$ cat src/hdl/assert_macros.svh
// ----------------------------------------------------------------------------
// assert_macros.svh
// assertion helper macros, empty when building for synthesis
// ----------------------------------------------------------------------------
`ifndef ASSERT_MACROS_SVH
`define ASSERT_MACROS_SVH

`ifndef SYNTHESIS

`define ASSERT_ALWAYS(label, clk, rst_n, expr) \
    label: assert property (@(posedge clk) disable iff (!rst_n) (expr)) \
        else $error("assertion failed");

`define ASSERT_IMPLIES(label, clk, rst_n, ante, cons) \
    label: assert property (@(posedge clk) disable iff (!rst_n) (ante) |-> (cons)) \
        else $error("assertion failed");

`else

`define ASSERT_ALWAYS(label, clk, rst_n, expr)

`define ASSERT_IMPLIES(label, clk, rst_n, ante, cons)

`endif

`endif

$ cat src/hdl/ple_pkg.sv
// ----------------------------------------------------------------------------
// ple_pkg
// shared types and codes of the positional list engine
// ----------------------------------------------------------------------------
package ple_pkg;

    localparam int DEPTH_DEF      = 16;
    localparam int DATA_WIDTH_DEF = 32;

    localparam int TDATA_IN_W  = 40;
    localparam int TDATA_OUT_W = 48;

    localparam logic [2:0] MODE_INSERT   = 3'd0;
    localparam logic [2:0] MODE_DELETE   = 3'd1;
    localparam logic [2:0] MODE_RETRIEVE = 3'd2;
    localparam logic [2:0] MODE_REPLACE  = 3'd3;
    localparam logic [2:0] MODE_CLEAR    = 3'd4;
    localparam logic [2:0] MODE_TRAVERSE = 3'd5;

    localparam logic [1:0] STAT_OK    = 2'd0;
    localparam logic [1:0] STAT_RANGE = 2'd1;
    localparam logic [1:0] STAT_FULL  = 2'd2;
    localparam logic [1:0] STAT_EMPTY = 2'd3;

    typedef struct packed {
        logic [31:0] value_in;
        logic [4:0]  position;
        logic [2:0]  mode;
    } cmd_t;

    typedef struct packed {
        logic        last;
        logic        is_empty;
        logic        is_full;
        logic [4:0]  count;
        logic [1:0]  status;
        logic [31:0] value_out;
    } res_t;

endpackage

$ cat src/hdl/ple_ram.sv
// ----------------------------------------------------------------------------
// ple_ram
// generic single write port, single read port ram with registered read
// ----------------------------------------------------------------------------
module ple_ram #(
    parameter int WIDTH = 32,
    parameter int DEPTH = 16
) (
    input  logic                     clk,
    input  logic                     we,
    input  logic [$clog2(DEPTH)-1:0] waddr,
    input  logic [WIDTH-1:0]         wdata,
    input  logic                     re,
    input  logic [$clog2(DEPTH)-1:0] raddr,
    output logic [WIDTH-1:0]         rdata
);

    logic [WIDTH-1:0] mem [DEPTH];
    logic [WIDTH-1:0] rdata_reg;

    always_ff @(posedge clk)
    begin
        if (we)
        begin
            mem[waddr] <= wdata;
        end
        if (re)
        begin
            rdata_reg <= mem[raddr];
        end
    end

    assign rdata = rdata_reg;

endmodule

$ cat src/hdl/ple_ctrl.sv
// ----------------------------------------------------------------------------
// ple_ctrl
// command sequencer: moves entries one at a time through the entry ram
// ----------------------------------------------------------------------------
`include "assert_macros.svh"

module ple_ctrl #(
    parameter int DEPTH      = ple_pkg::DEPTH_DEF,
    parameter int DATA_WIDTH = ple_pkg::DATA_WIDTH_DEF
) (
    input  logic          clk,
    input  logic          rst_n,
    input  logic          cmd_valid,
    output logic          cmd_ready,
    input  ple_pkg::cmd_t cmd,
    output logic          res_valid,
    input  logic          res_ready,
    output ple_pkg::res_t res
);

    import ple_pkg::*;

    localparam int AW    = $clog2(DEPTH);
    localparam int CNT_W = $clog2(DEPTH + 1);
    localparam int CMP_W = (CNT_W > 5) ? CNT_W : 5;

    localparam logic [2:0] S_IDLE  = 3'd0;
    localparam logic [2:0] S_RD    = 3'd1;
    localparam logic [2:0] S_CAP   = 3'd2;
    localparam logic [2:0] S_SH_RD = 3'd3;
    localparam logic [2:0] S_SH_WR = 3'd4;
    localparam logic [2:0] S_PUT   = 3'd5;
    localparam logic [2:0] S_EMIT  = 3'd6;

    logic [2:0]            state_reg,  state_next;
    logic [CNT_W-1:0]      count_reg,  count_next;
    logic [AW-1:0]         ptr_reg,    ptr_next;
    logic [AW-1:0]         pos_reg,    pos_next;
    logic [2:0]            mode_reg,   mode_next;
    logic [DATA_WIDTH-1:0] val_reg,    val_next;
    logic [1:0]            status_reg, status_next;
    logic                  last_reg,   last_next;

    logic                  mem_we;
    logic [AW-1:0]         mem_waddr;
    logic [DATA_WIDTH-1:0] mem_wdata;
    logic                  mem_re;
    logic [DATA_WIDTH-1:0] mem_rdata;

    logic [AW-1:0]         ptr_up;
    logic [AW-1:0]         ptr_dn;
    logic [CNT_W-1:0]      ptr_inc;
    logic [CMP_W-1:0]      pos_ext;
    logic [CMP_W-1:0]      cnt_ext;
    logic                  list_full;
    logic                  list_empty;

    // shared pointer unit
    assign ptr_up     = ptr_reg + AW'(1);
    assign ptr_dn     = ptr_reg - AW'(1);
    assign ptr_inc    = CNT_W'(ptr_reg) + CNT_W'(1);
    assign pos_ext    = CMP_W'(cmd.position);
    assign cnt_ext    = CMP_W'(count_reg);
    assign list_full  = (count_reg == CNT_W'(DEPTH));
    assign list_empty = (count_reg == '0);

    assign mem_re = (state_reg == S_RD) || (state_reg == S_SH_RD);

    ple_ram #(
        .WIDTH (DATA_WIDTH),
        .DEPTH (DEPTH)
    ) u_ram (
        .clk   (clk),
        .we    (mem_we),
        .waddr (mem_waddr),
        .wdata (mem_wdata),
        .re    (mem_re),
        .raddr (ptr_reg),
        .rdata (mem_rdata)
    );

    always_comb
    begin
        state_next  = state_reg;
        count_next  = count_reg;
        ptr_next    = ptr_reg;
        pos_next    = pos_reg;
        mode_next   = mode_reg;
        val_next    = val_reg;
        status_next = status_reg;
        last_next   = last_reg;
        mem_we      = 1'b0;
        mem_waddr   = pos_reg;
        mem_wdata   = val_reg;
        cmd_ready   = 1'b0;
        res_valid   = 1'b0;

        unique case (state_reg)
            S_IDLE:
            begin
                cmd_ready = 1'b1;
                if (cmd_valid)
                begin
                    mode_next   = cmd.mode;
                    pos_next    = AW'(cmd.position);
                    val_next    = '0;
                    status_next = STAT_OK;
                    last_next   = 1'b1;
                    state_next  = S_EMIT;
                    unique case (cmd.mode) inside
                        MODE_INSERT:
                        begin
                            if (list_full)
                            begin
                                status_next = STAT_FULL;
                            end
                            else if (pos_ext > cnt_ext)
                            begin
                                status_next = STAT_RANGE;
                            end
                            else
                            begin
                                val_next = DATA_WIDTH'(cmd.value_in);
                                if (pos_ext == cnt_ext)
                                begin
                                    state_next = S_PUT;
                                end
                                else
                                begin
                                    ptr_next   = AW'(count_reg - CNT_W'(1));
                                    state_next = S_SH_RD;
                                end
                            end
                        end
                        MODE_DELETE, MODE_RETRIEVE, MODE_REPLACE:
                        begin
                            if (list_empty)
                            begin
                                status_next = STAT_EMPTY;
                            end
                            else if (pos_ext >= cnt_ext)
                            begin
                                status_next = STAT_RANGE;
                            end
                            else if (cmd.mode == MODE_REPLACE)
                            begin
                                val_next   = DATA_WIDTH'(cmd.value_in);
                                state_next = S_PUT;
                            end
                            else
                            begin
                                ptr_next   = AW'(cmd.position);
                                state_next = S_RD;
                            end
                        end
                        MODE_CLEAR:
                        begin
                            count_next = '0;
                        end
                        MODE_TRAVERSE:
                        begin
                            if (list_empty)
                            begin
                                status_next = STAT_EMPTY;
                            end
                            else
                            begin
                                ptr_next   = '0;
                                state_next = S_RD;
                            end
                        end
                        default:
                        begin
                            status_next = STAT_OK;
                        end
                    endcase
                end
            end
            S_RD:
            begin
                state_next = S_CAP;
            end
            S_CAP:
            begin
                val_next   = mem_rdata;
                state_next = S_EMIT;
                if (mode_reg == MODE_DELETE)
                begin
                    if (ptr_inc == count_reg)
                    begin
                        count_next = count_reg - CNT_W'(1);
                    end
                    else
                    begin
                        ptr_next   = ptr_up;
                        state_next = S_SH_RD;
                    end
                end
                else if (mode_reg == MODE_TRAVERSE)
                begin
                    last_next = (ptr_inc == count_reg);
                end
            end
            S_SH_RD:
            begin
                state_next = S_SH_WR;
            end
            S_SH_WR:
            begin
                mem_we    = 1'b1;
                mem_wdata = mem_rdata;
                if (mode_reg == MODE_DELETE)
                begin
                    // shift down: entry at ptr moves to ptr - 1
                    mem_waddr = ptr_dn;
                    if (ptr_inc == count_reg)
                    begin
                        count_next = count_reg - CNT_W'(1);
                        state_next = S_EMIT;
                    end
                    else
                    begin
                        ptr_next   = ptr_up;
                        state_next = S_SH_RD;
                    end
                end
                else
                begin
                    // shift up: entry at ptr moves to ptr + 1
                    mem_waddr = ptr_up;
                    if (ptr_reg == pos_reg)
                    begin
                        state_next = S_PUT;
                    end
                    else
                    begin
                        ptr_next   = ptr_dn;
                        state_next = S_SH_RD;
                    end
                end
            end
            S_PUT:
            begin
                mem_we    = 1'b1;
                mem_waddr = pos_reg;
                mem_wdata = val_reg;
                val_next  = '0;
                if (mode_reg == MODE_INSERT)
                begin
                    count_next = count_reg + CNT_W'(1);
                end
                state_next = S_EMIT;
            end
            S_EMIT:
            begin
                res_valid = 1'b1;
                if (res_ready)
                begin
                    if ((mode_reg == MODE_TRAVERSE) && !last_reg)
                    begin
                        ptr_next   = ptr_up;
                        state_next = S_RD;
                    end
                    else
                    begin
                        state_next = S_IDLE;
                    end
                end
            end
            default:
            begin
                state_next = S_IDLE;
            end
        endcase
    end

    always_ff @(posedge clk or negedge rst_n)
    begin
        if (!rst_n)
        begin
            state_reg <= S_IDLE;
            count_reg <= '0;
        end
        else
        begin
            state_reg <= state_next;
            count_reg <= count_next;
        end
    end

    always_ff @(posedge clk)
    begin
        ptr_reg    <= ptr_next;
        pos_reg    <= pos_next;
        mode_reg   <= mode_next;
        val_reg    <= val_next;
        status_reg <= status_next;
        last_reg   <= last_next;
    end

    assign res.value_out = 32'(val_reg);
    assign res.status    = status_reg;
    assign res.count     = 5'(count_reg);
    assign res.is_full   = list_full;
    assign res.is_empty  = list_empty;
    assign res.last      = last_reg;

    `ASSERT_ALWAYS(a_count_bound, clk, rst_n, count_reg <= CNT_W'(DEPTH))
    `ASSERT_IMPLIES(a_no_write_idle, clk, rst_n, mem_we, !cmd_ready)
    `ASSERT_IMPLIES(a_notlast_traverse, clk, rst_n, res_valid && !res.last, mode_reg == MODE_TRAVERSE)
    `ASSERT_IMPLIES(a_insert_ok_count, clk, rst_n, res_valid && (mode_reg == MODE_INSERT) && (res.status == STAT_OK), !list_empty)

endmodule

$ cat src/hdl/positional_list_engine.sv
// ----------------------------------------------------------------------------
// positional_list_engine
// ordered list of up to DEPTH entries addressed by position
// ----------------------------------------------------------------------------
// commands arrive as words on the s_ side: mode, position and value_in.
// results leave as words on the m_ side; m_tlast marks the final result of
// a command. traverse gives one word per entry (one word with the empty
// status on an empty list); every other mode gives exactly one word.
// one command is in work at a time and s_tready stays low until its last
// result has been handed to the output register.
// entries moved per command, n entries, position p:
//   insert n - p, delete n - p - 1; retrieve, replace, clear and refused
//   commands move none, and traverse reads every entry once.
// the entry ram has one read and one write port, so every moved entry is
// read in one step and written back in a separate step.
// reset empties the list; entry contents are not cleared and no sweep runs.
// when m_tready is low the result word holds in the output register and the
// sequencer waits before producing its next word.
// ----------------------------------------------------------------------------
module positional_list_engine #(
    parameter int DEPTH      = ple_pkg::DEPTH_DEF,
    parameter int DATA_WIDTH = ple_pkg::DATA_WIDTH_DEF
) (
    input  logic                             clk,
    input  logic                             rst_n,
    input  logic                             s_tvalid,
    output logic                             s_tready,
    // mode[2:0], position[7:3], value_in[39:8]
    input  logic [ple_pkg::TDATA_IN_W-1:0]   s_tdata,
    output logic                             m_tvalid,
    input  logic                             m_tready,
    // value_out[31:0], status[33:32], count[38:34], is_full[39], is_empty[40]
    output logic [ple_pkg::TDATA_OUT_W-1:0]  m_tdata,
    output logic                             m_tlast
);

    import ple_pkg::*;

    cmd_t cmd;
    res_t res;
    logic res_valid;
    logic res_ready;

    logic out_valid_reg, out_valid_next;
    res_t out_reg,       out_next;

    assign cmd.mode     = s_tdata[2:0];
    assign cmd.position = s_tdata[7:3];
    assign cmd.value_in = s_tdata[39:8];

    ple_ctrl #(
        .DEPTH      (DEPTH),
        .DATA_WIDTH (DATA_WIDTH)
    ) u_ctrl (
        .clk       (clk),
        .rst_n     (rst_n),
        .cmd_valid (s_tvalid),
        .cmd_ready (s_tready),
        .cmd       (cmd),
        .res_valid (res_valid),
        .res_ready (res_ready),
        .res       (res)
    );

    // output register
    assign res_ready = !out_valid_reg || m_tready;

    always_comb
    begin
        out_valid_next = out_valid_reg;
        out_next       = out_reg;
        if (res_ready)
        begin
            out_valid_next = res_valid;
            out_next       = res;
        end
    end

    always_ff @(posedge clk or negedge rst_n)
    begin
        if (!rst_n)
        begin
            out_valid_reg <= 1'b0;
        end
        else
        begin
            out_valid_reg <= out_valid_next;
        end
    end

    always_ff @(posedge clk)
    begin
        out_reg <= out_next;
    end

    assign m_tvalid = out_valid_reg;
    assign m_tlast  = out_reg.last;
    assign m_tdata  = {7'd0, out_reg.is_empty, out_reg.is_full, out_reg.count,
                       out_reg.status, out_reg.value_out};

endmodule
$ cat config.mk
export PLATFORM = sky130hd
export DESIGN_NAME = positional_list_engine
export DESIGN_NICKNAME = d
export VERILOG_FILES = /design/src/hdl/ple_pkg.sv /design/src/hdl/ple_ram.sv /design/src/hdl/ple_ctrl.sv /design/src/hdl/positional_list_engine.sv
export VERILOG_INCLUDE_DIRS = /design/src /design/src/hdl
export SDC_FILE = /design/constraint.sdc
export NUM_CORES = 1
export LEC_CHECK = 0
export BUFFER_PORTS_ARGS = -buffer_cell sky130_fd_sc_hd__buf_4
export CORE_MARGIN = 2
export CORE_UTILIZATION = 30
export CTS_BUF_LIST = sky130_fd_sc_hd__clkbuf_16
export CTS_CLUSTER_DIAMETER = 100
export CTS_CLUSTER_SIZE = 40
export DETAILED_ROUTE_END_ITERATION = 16
export PLACE_DENSITY = 0.54
export SLEW_MARGIN = 15
export SYNTH_ARGS = -nofsm -noshare
export SYNTH_HDL_FRONTEND = slang
export SYNTH_SLANG_ARGS = --single-unit
$ cat constraint.sdc
create_clock -name clk -period 3.7 [get_ports clk]
set_input_delay 0 -clock clk [delete_from_list [all_inputs] [get_ports clk]]
set_output_delay 0 -clock clk [all_outputs]
set_load 0.05 [all_outputs]
== Yosys cells after proc, flatten, opt, wreduce, memory -nomap -nowiden ==
Memories as Yosys holds them, arrays and structs flattened. A register that Yosys moved wholly into a read port is not among the register bits.
Index checks and enable logic that the tools add are counted.

* Output and inout bits: 51
* Bits in writable memories: 512
* Memories kept: 1
* Logic and storage cells: 145
* Bits in registers: 97

* Add/subtract/negate cells: 5
* Muxes and demuxes: 64
* Eq/ne operators: 36
* Reductions and logical operators: 22
* Magnitude comparators: 2

{| class="wikitable"
|+ Memories
! name !! words !! width !! rd ports !! clocked after memory_dff !! write ports !! line !! source
|-
| u_ctrl.u_ram.mem || 16 || 32 || 1 || 1 || 1 || ple_ram.sv:18 || <nowiki>logic [WIDTH-1:0] mem [DEPTH];</nowiki>
|}

{| class="wikitable"
|+ Operator list
! operator !! count
|-
| 32-bit 2-to-1 mux || 7
|-
| 32-bit case mux with 3 select lines || 1
|-
| 4-bit 2-to-1 mux || 16
|-
| 32-bit case mux with 2 select lines || 1
|-
| 3-bit 2-to-1 mux || 13
|-
| 5-bit 2-to-1 mux || 5
|-
| 3-bit != test, second input constant || 7
|-
| 3-bit case mux with 7 select lines || 1
|-
| 3-bit equality test, second input constant || 6
|-
| 4-bit case mux with 4 select lines || 1
|-
| 5-bit case mux with 3 select lines || 1
|-
| 2-bit by 1-bit != test with 1-bit output, second input constant || 7
|-
| 14-bit AND reduction || 1
|-
| 3-bit by 2-bit equality test with 1-bit output, second input constant || 4
|-
| 4-bit case mux with 3 select lines || 1
|-
| 1-bit 2-to-1 mux || 11
|-
| 5-bit equality test || 2
|-
| 3-bit by 1-bit equality test with 1-bit output, second input constant || 3
|-
| 3-bit logical NOT || 3
|-
| 3-bit case mux with 3 select lines || 1
|-
| 2-bit 2-to-1 mux || 3
|-
| 2-bit != test, second input constant || 3
|-
| 2-bit case mux with 3 select lines || 1
|-
| 2-bit AND reduction || 3
|-
| other kinds (23) || 27
|}

== Logic depth before layout (Yosys ltp) ==
* Depth after elaboration: 7
* Gate-level depth with buffers: 11
* Gate-level depth less buffers: 8

== By module ==
A second synthesis with hierarchy kept.

* Cell total of the unflattened synthesis: 1346
* Area total of the unflattened synthesis: 25510.7 µm²

{| class="wikitable"
|+ By module, submodules not included
! module !! area an instance (µm²) !! cells an instance !! instances !! sequential area each (µm²)
|-
| ple_ram || 20155.6 || 838 || 1 || 16335.7
|-
| ple_ctrl || 3990.1 || 455 || 1 || 1581.5
|-
| positional_list_engine || 1365.1 || 53 || 1 || 1286.2
|}

== Worst setup path after synthesis ==
No wires, ideal clock.

* Kind: register -> register
* Start point: register u_ctrl.ptr_reg[1]
* End point: memory u_ctrl.u_ram.mem[15][0] (enable)
* Buffers on the path: 3
* Path slack: -0.129 ns
* Cell stages (with the launch flop): 11
* Arrival: 3.408 ns
* Data required time: 3.279 ns
* Setup time: 0.421 ns
* Cell sequence: edfxtp_1 -> buf_2 -> clkbuf_1 -> clkbuf_1 -> inv_1 -> ha_1 -> mux2i_1 -> xnor2_1 -> mux2i_1 -> or2_1 -> nor2_1

* Cells in the longest elaborated chain, start to end: 3
* Elaborated cells on any way between the ends: 4
* Classes of those cells: add/sub: 2; mux: 2

{| class="wikitable"
|+ RTL lines
! item !! line !! source
|-
| start, declared || ple_ctrl.sv:37 || <nowiki>logic [AW-1:0] ptr_reg, ptr_next;</nowiki>
|-
| start signal, assigned || ple_ctrl.sv:293 || <nowiki>ptr_reg <= ptr_next;</nowiki>
|-
| 4-bit by 1-bit adder with 4-bit output or 4-bit by 1-bit subtractor with 4-bit output (tied branches) || ple_ctrl.sv:59, ple_ctrl.sv:60 ||
|-
| 4-bit 2-to-1 mux (*) || ple_ctrl.sv:212 || <nowiki>if (mode_reg == MODE_DELETE)</nowiki>
|-
| 4-bit 2-to-1 mux (*) || ple_ctrl.sv:98 || <nowiki>unique case (state_reg)</nowiki>
|-
| end, declared || ple_ram.sv:18 ||
|}

Every way passes the cells marked *; elsewhere a longest branch is shown, timed or not.

== Worst setup path in the final report ==
* Start point: register u_ctrl.mode_reg[2]
* End point: memory u_ctrl.u_ram.mem[15][8] (enable)

* Cells in the longest elaborated chain, start to end: 3

{| class="wikitable"
|+ RTL lines
! item !! line !! source
|-
| start, declared || ple_ctrl.sv:39 || <nowiki>logic [2:0] mode_reg, mode_next;</nowiki>
|-
| start signal, assigned || ple_ctrl.sv:295 || <nowiki>mode_reg <= mode_next;</nowiki>
|-
| 3-bit by 1-bit equality test with 1-bit output || ple_ctrl.sv:212 ||
|-
| 4-bit 2-to-1 mux || ple_ctrl.sv:212 ||
|-
| 4-bit 2-to-1 mux || ple_ctrl.sv:98 ||
|}

No other way between the ends.

==> out/metrics.yaml <==
outcome: "completed"
yosys-top-cells-area: "edfxtp_1 75%, mux4_2 14%, nand2_1 1.8%"
fin_crit_ns: 3.267
reg2regPathDepth: 8
timing.final.crit_share_pct: 88.30
grt_util_met1_pct: 19.20
clk_path_buf_depth: 3
pin_count: 95
wl_mm: 60.31
die_y_um: 294.8
gp_congestion: 0.7952
worstHoldPathType: "in -> reg"
cts_tree: "built"
crit_path_top_delay_cell: "nor2_4"
hold_violations: 0
rows: 106
clock_skew_ns: 0.02785
grt_pass1_wl_mm: 88.93
die-area_um2: 86920
hold_buffers: 42
fin_area_um2: 29130
synth_common_cells: "632 x edfxtp_1, 160 x mux4_2, 122 x nand2_1"
synth.most_common_cell: "edfxtp_1"
wl_per_cell_um: 23.78
root_buffer: "clkbuf_16"
largest_register_ffs: 512
coreArea_um2: 83690
dr.pass1.iters: 5
max_freq_mhz: 306.1
yosysSeqAreaShare_pct: 75.68
grt_pass1_vias: 12814
grt_start_max_net_pins: 130
cts_num_sinks: 641
path_clk_slew_ns: 0.12
area_growth_pct: 14.81
synth.distinct_cells: 62
synth_top_area_share_pct: 74.80
postCtsSetupBuffers: 0
worstSetupPathType: "reg -> reg"
layout-drive-gt1-share_pct: 26.39
slowest_delay_ns: 0.81
placed_area_um2: 27760
critPathArrivalTime_ns: 3.58
hold_depth: 3
drt_iter0_markers: 1087
path_cells: "nor3b_1 -> buf_4 -> mux2i_1 -> xnor2_1 -> mux2i_1 -> or2_1 -> nor2_4 -> buf_4"
r2r-start: "u_ctrl.mode_reg[2]"
antenna_found_initial: 0
cp-end-kind: "flip-flop"
vdd_ir_drop_max_uv: 503.5
numCtsBuffers: 25
via_per_inst: 4.860
worstHoldStart: "m_tready"
insertion_delay_ns: 0.63
nets: 1438
regMostFlops: "u_ctrl.u_ram.mem"
postCtsResizedCells: 0
synth_area_um2: 25370
start_util_pct: 30.32
worst_pin_slew_ns: 1.086
ys_ff_latch: 641
antenna_cells: 0
async_flop_share_pct: 1.404
grt.met2_usage_pct: 24.03
synth.yosys.warnings: 0
power_w: 0.02365
gr-total-overflow: 0
met3_usage_pct: 1.606
synthFlopType: "edfxtp_1"
p_leak_nw: 9.319
crit_path_start_kind: "flip-flop"
htreeDepth: 1
setup_viol: 0
slew-limit-headroom_pct: 27.44
yosys.area.top_type: "edfxtp_1"
dp_hpwl_mm: 33.66
ant_nets: 0
synth_cells: 1249
critPathRequiredTime_ns: 4.01
grt_usage_pct: 13.88
drv_slew: 0
route.detailed.drc: 0
rsz0062_at_grt: "no"
power_density_nw_per_um2: 811.9
numPortBuffers: 87
cap_violations: 0
die_w_um: 294.8
vias: 12326
crit_path_start: "u_ctrl.mode_reg[2]"
cp_max_fo: 22
synth_enable_flop_cells: 632
busiest_layer: "met2"
syn_area_per_cell_um2: 20.31
## worst max-delay path, delay by kind of cell (launching register included)
family | cells | cell delay, ns
xor gates and xnor gates | 1 | 0.15
buffers and inverters | 2 | 0.61
DFF | 1 | 0.45
muxes | 2 | 0.43
and+or+nand+nor | 3 | 1.32
## where the power goes
group / internal (W) / switching, W
logic: 0.00319 / 0.00543
clock network: 0.00149 / 0.00247
registers: 0.0106 / 0.000470
## cells in the final DEF (no fill, tap or decap), types with 3 or more instances in the layout
| cell | instances |
|---|---|
| dfrtp_1 | 9 |
| clkbuf_16 | 25 |
| buf_12 | 13 |
| xnor2_1 | 12 |
| dlygate4sd3_1 | 42 |
| nand3_1 | 8 |
| a22o_1 | 32 |
| clkinv_16 | 4 |
| mux2i_1 | 7 |
| mux4_2 | 160 |
| nor2b_1 | 3 |
| nand2b_1 | 8 |
| inv_16 | 3 |
| o21ai_0 | 16 |
| inv_8 | 4 |
| a21oi_1 | 24 |
| edfxtp_1 | 632 |
| ha_1 | 9 |
| o211ai_1 | 7 |
| inv_1 | 13 |
| a21o_1 | 5 |
| and3_1 | 3 |
| nor3_1 | 8 |
| nor2_1 | 19 |
| buf_4 | 124 |
| o21ai_1 | 8 |
| nand2_1 | 122 |
| conb_1 | 7 |
| nor2_4 | 17 |
## final cells by class
cell class	instances	area [um^2]
fill	7784	54560
timing repair buffer	179	1612
inverter	13	48.80
sequential	641	19200
clock inverter	19	330.3
clock buffer	25	625.6
multi-input combinational	525	5893
tap	1134	1419
## worst paths after layout
path	end	slack, ns
setup / recovery	u_ctrl.u_ram.mem[15][8]	0.43
hold / removal	m_tvalid	0.006
setup reg to reg	u_ctrl.u_ram.mem[15][8]	0.43
hold reg to reg	m_tdata[32]	0.43
max in group asynchronous	u_ctrl.cnt_ext[0]	2.90
min in group asynchronous	u_ctrl.cnt_ext[2]	0.43
## layer usage
| metal | wire length, um | up-vias | share of wire, % |
|---|---|---|---|
| li1 | - | 5336 | - |
| met5 | 0 | - | 0 |
| met4 | 704 | 0 | 1.2 |
| met3 | 2485 | 43 | 4.1 |
| met1 | 26840 | 6634 | 44 |
| met2 | 30290 | 313 | 50 |
## cells by family after synthesis
family	Yosys count	synth area share [%]
adder cells (fa/ha/maj)	9	0.4438
buffers and inverters	89	1.815
XOR/XNOR	15	0.5720
other	1	0.01478
flip-flops	641	75.68
multiplexers	167	14.48
AO/OA/AOI/OAI	120	3.422
AND/OR/NAND/NOR	207	3.570
## stage by stage
step,hold WS [ns],util [%],instances,setup slack (ns),setup TNS (ns)
after global placement,-0.1532,33.17,2450,0.4041,0
after global routing,0.07926,34.81,2536,0.2152,0
after detailed placement,-0.1501,33.17,2450,0.4234,0
after CTS,0.02346,34.81,2536,0.4068,0
after floorplan,-0.2956,-,1255,-0.1286,-35.37
final,0.005671,34.81,2536,0.4331,0
Power figures use the tool's default switching activity.
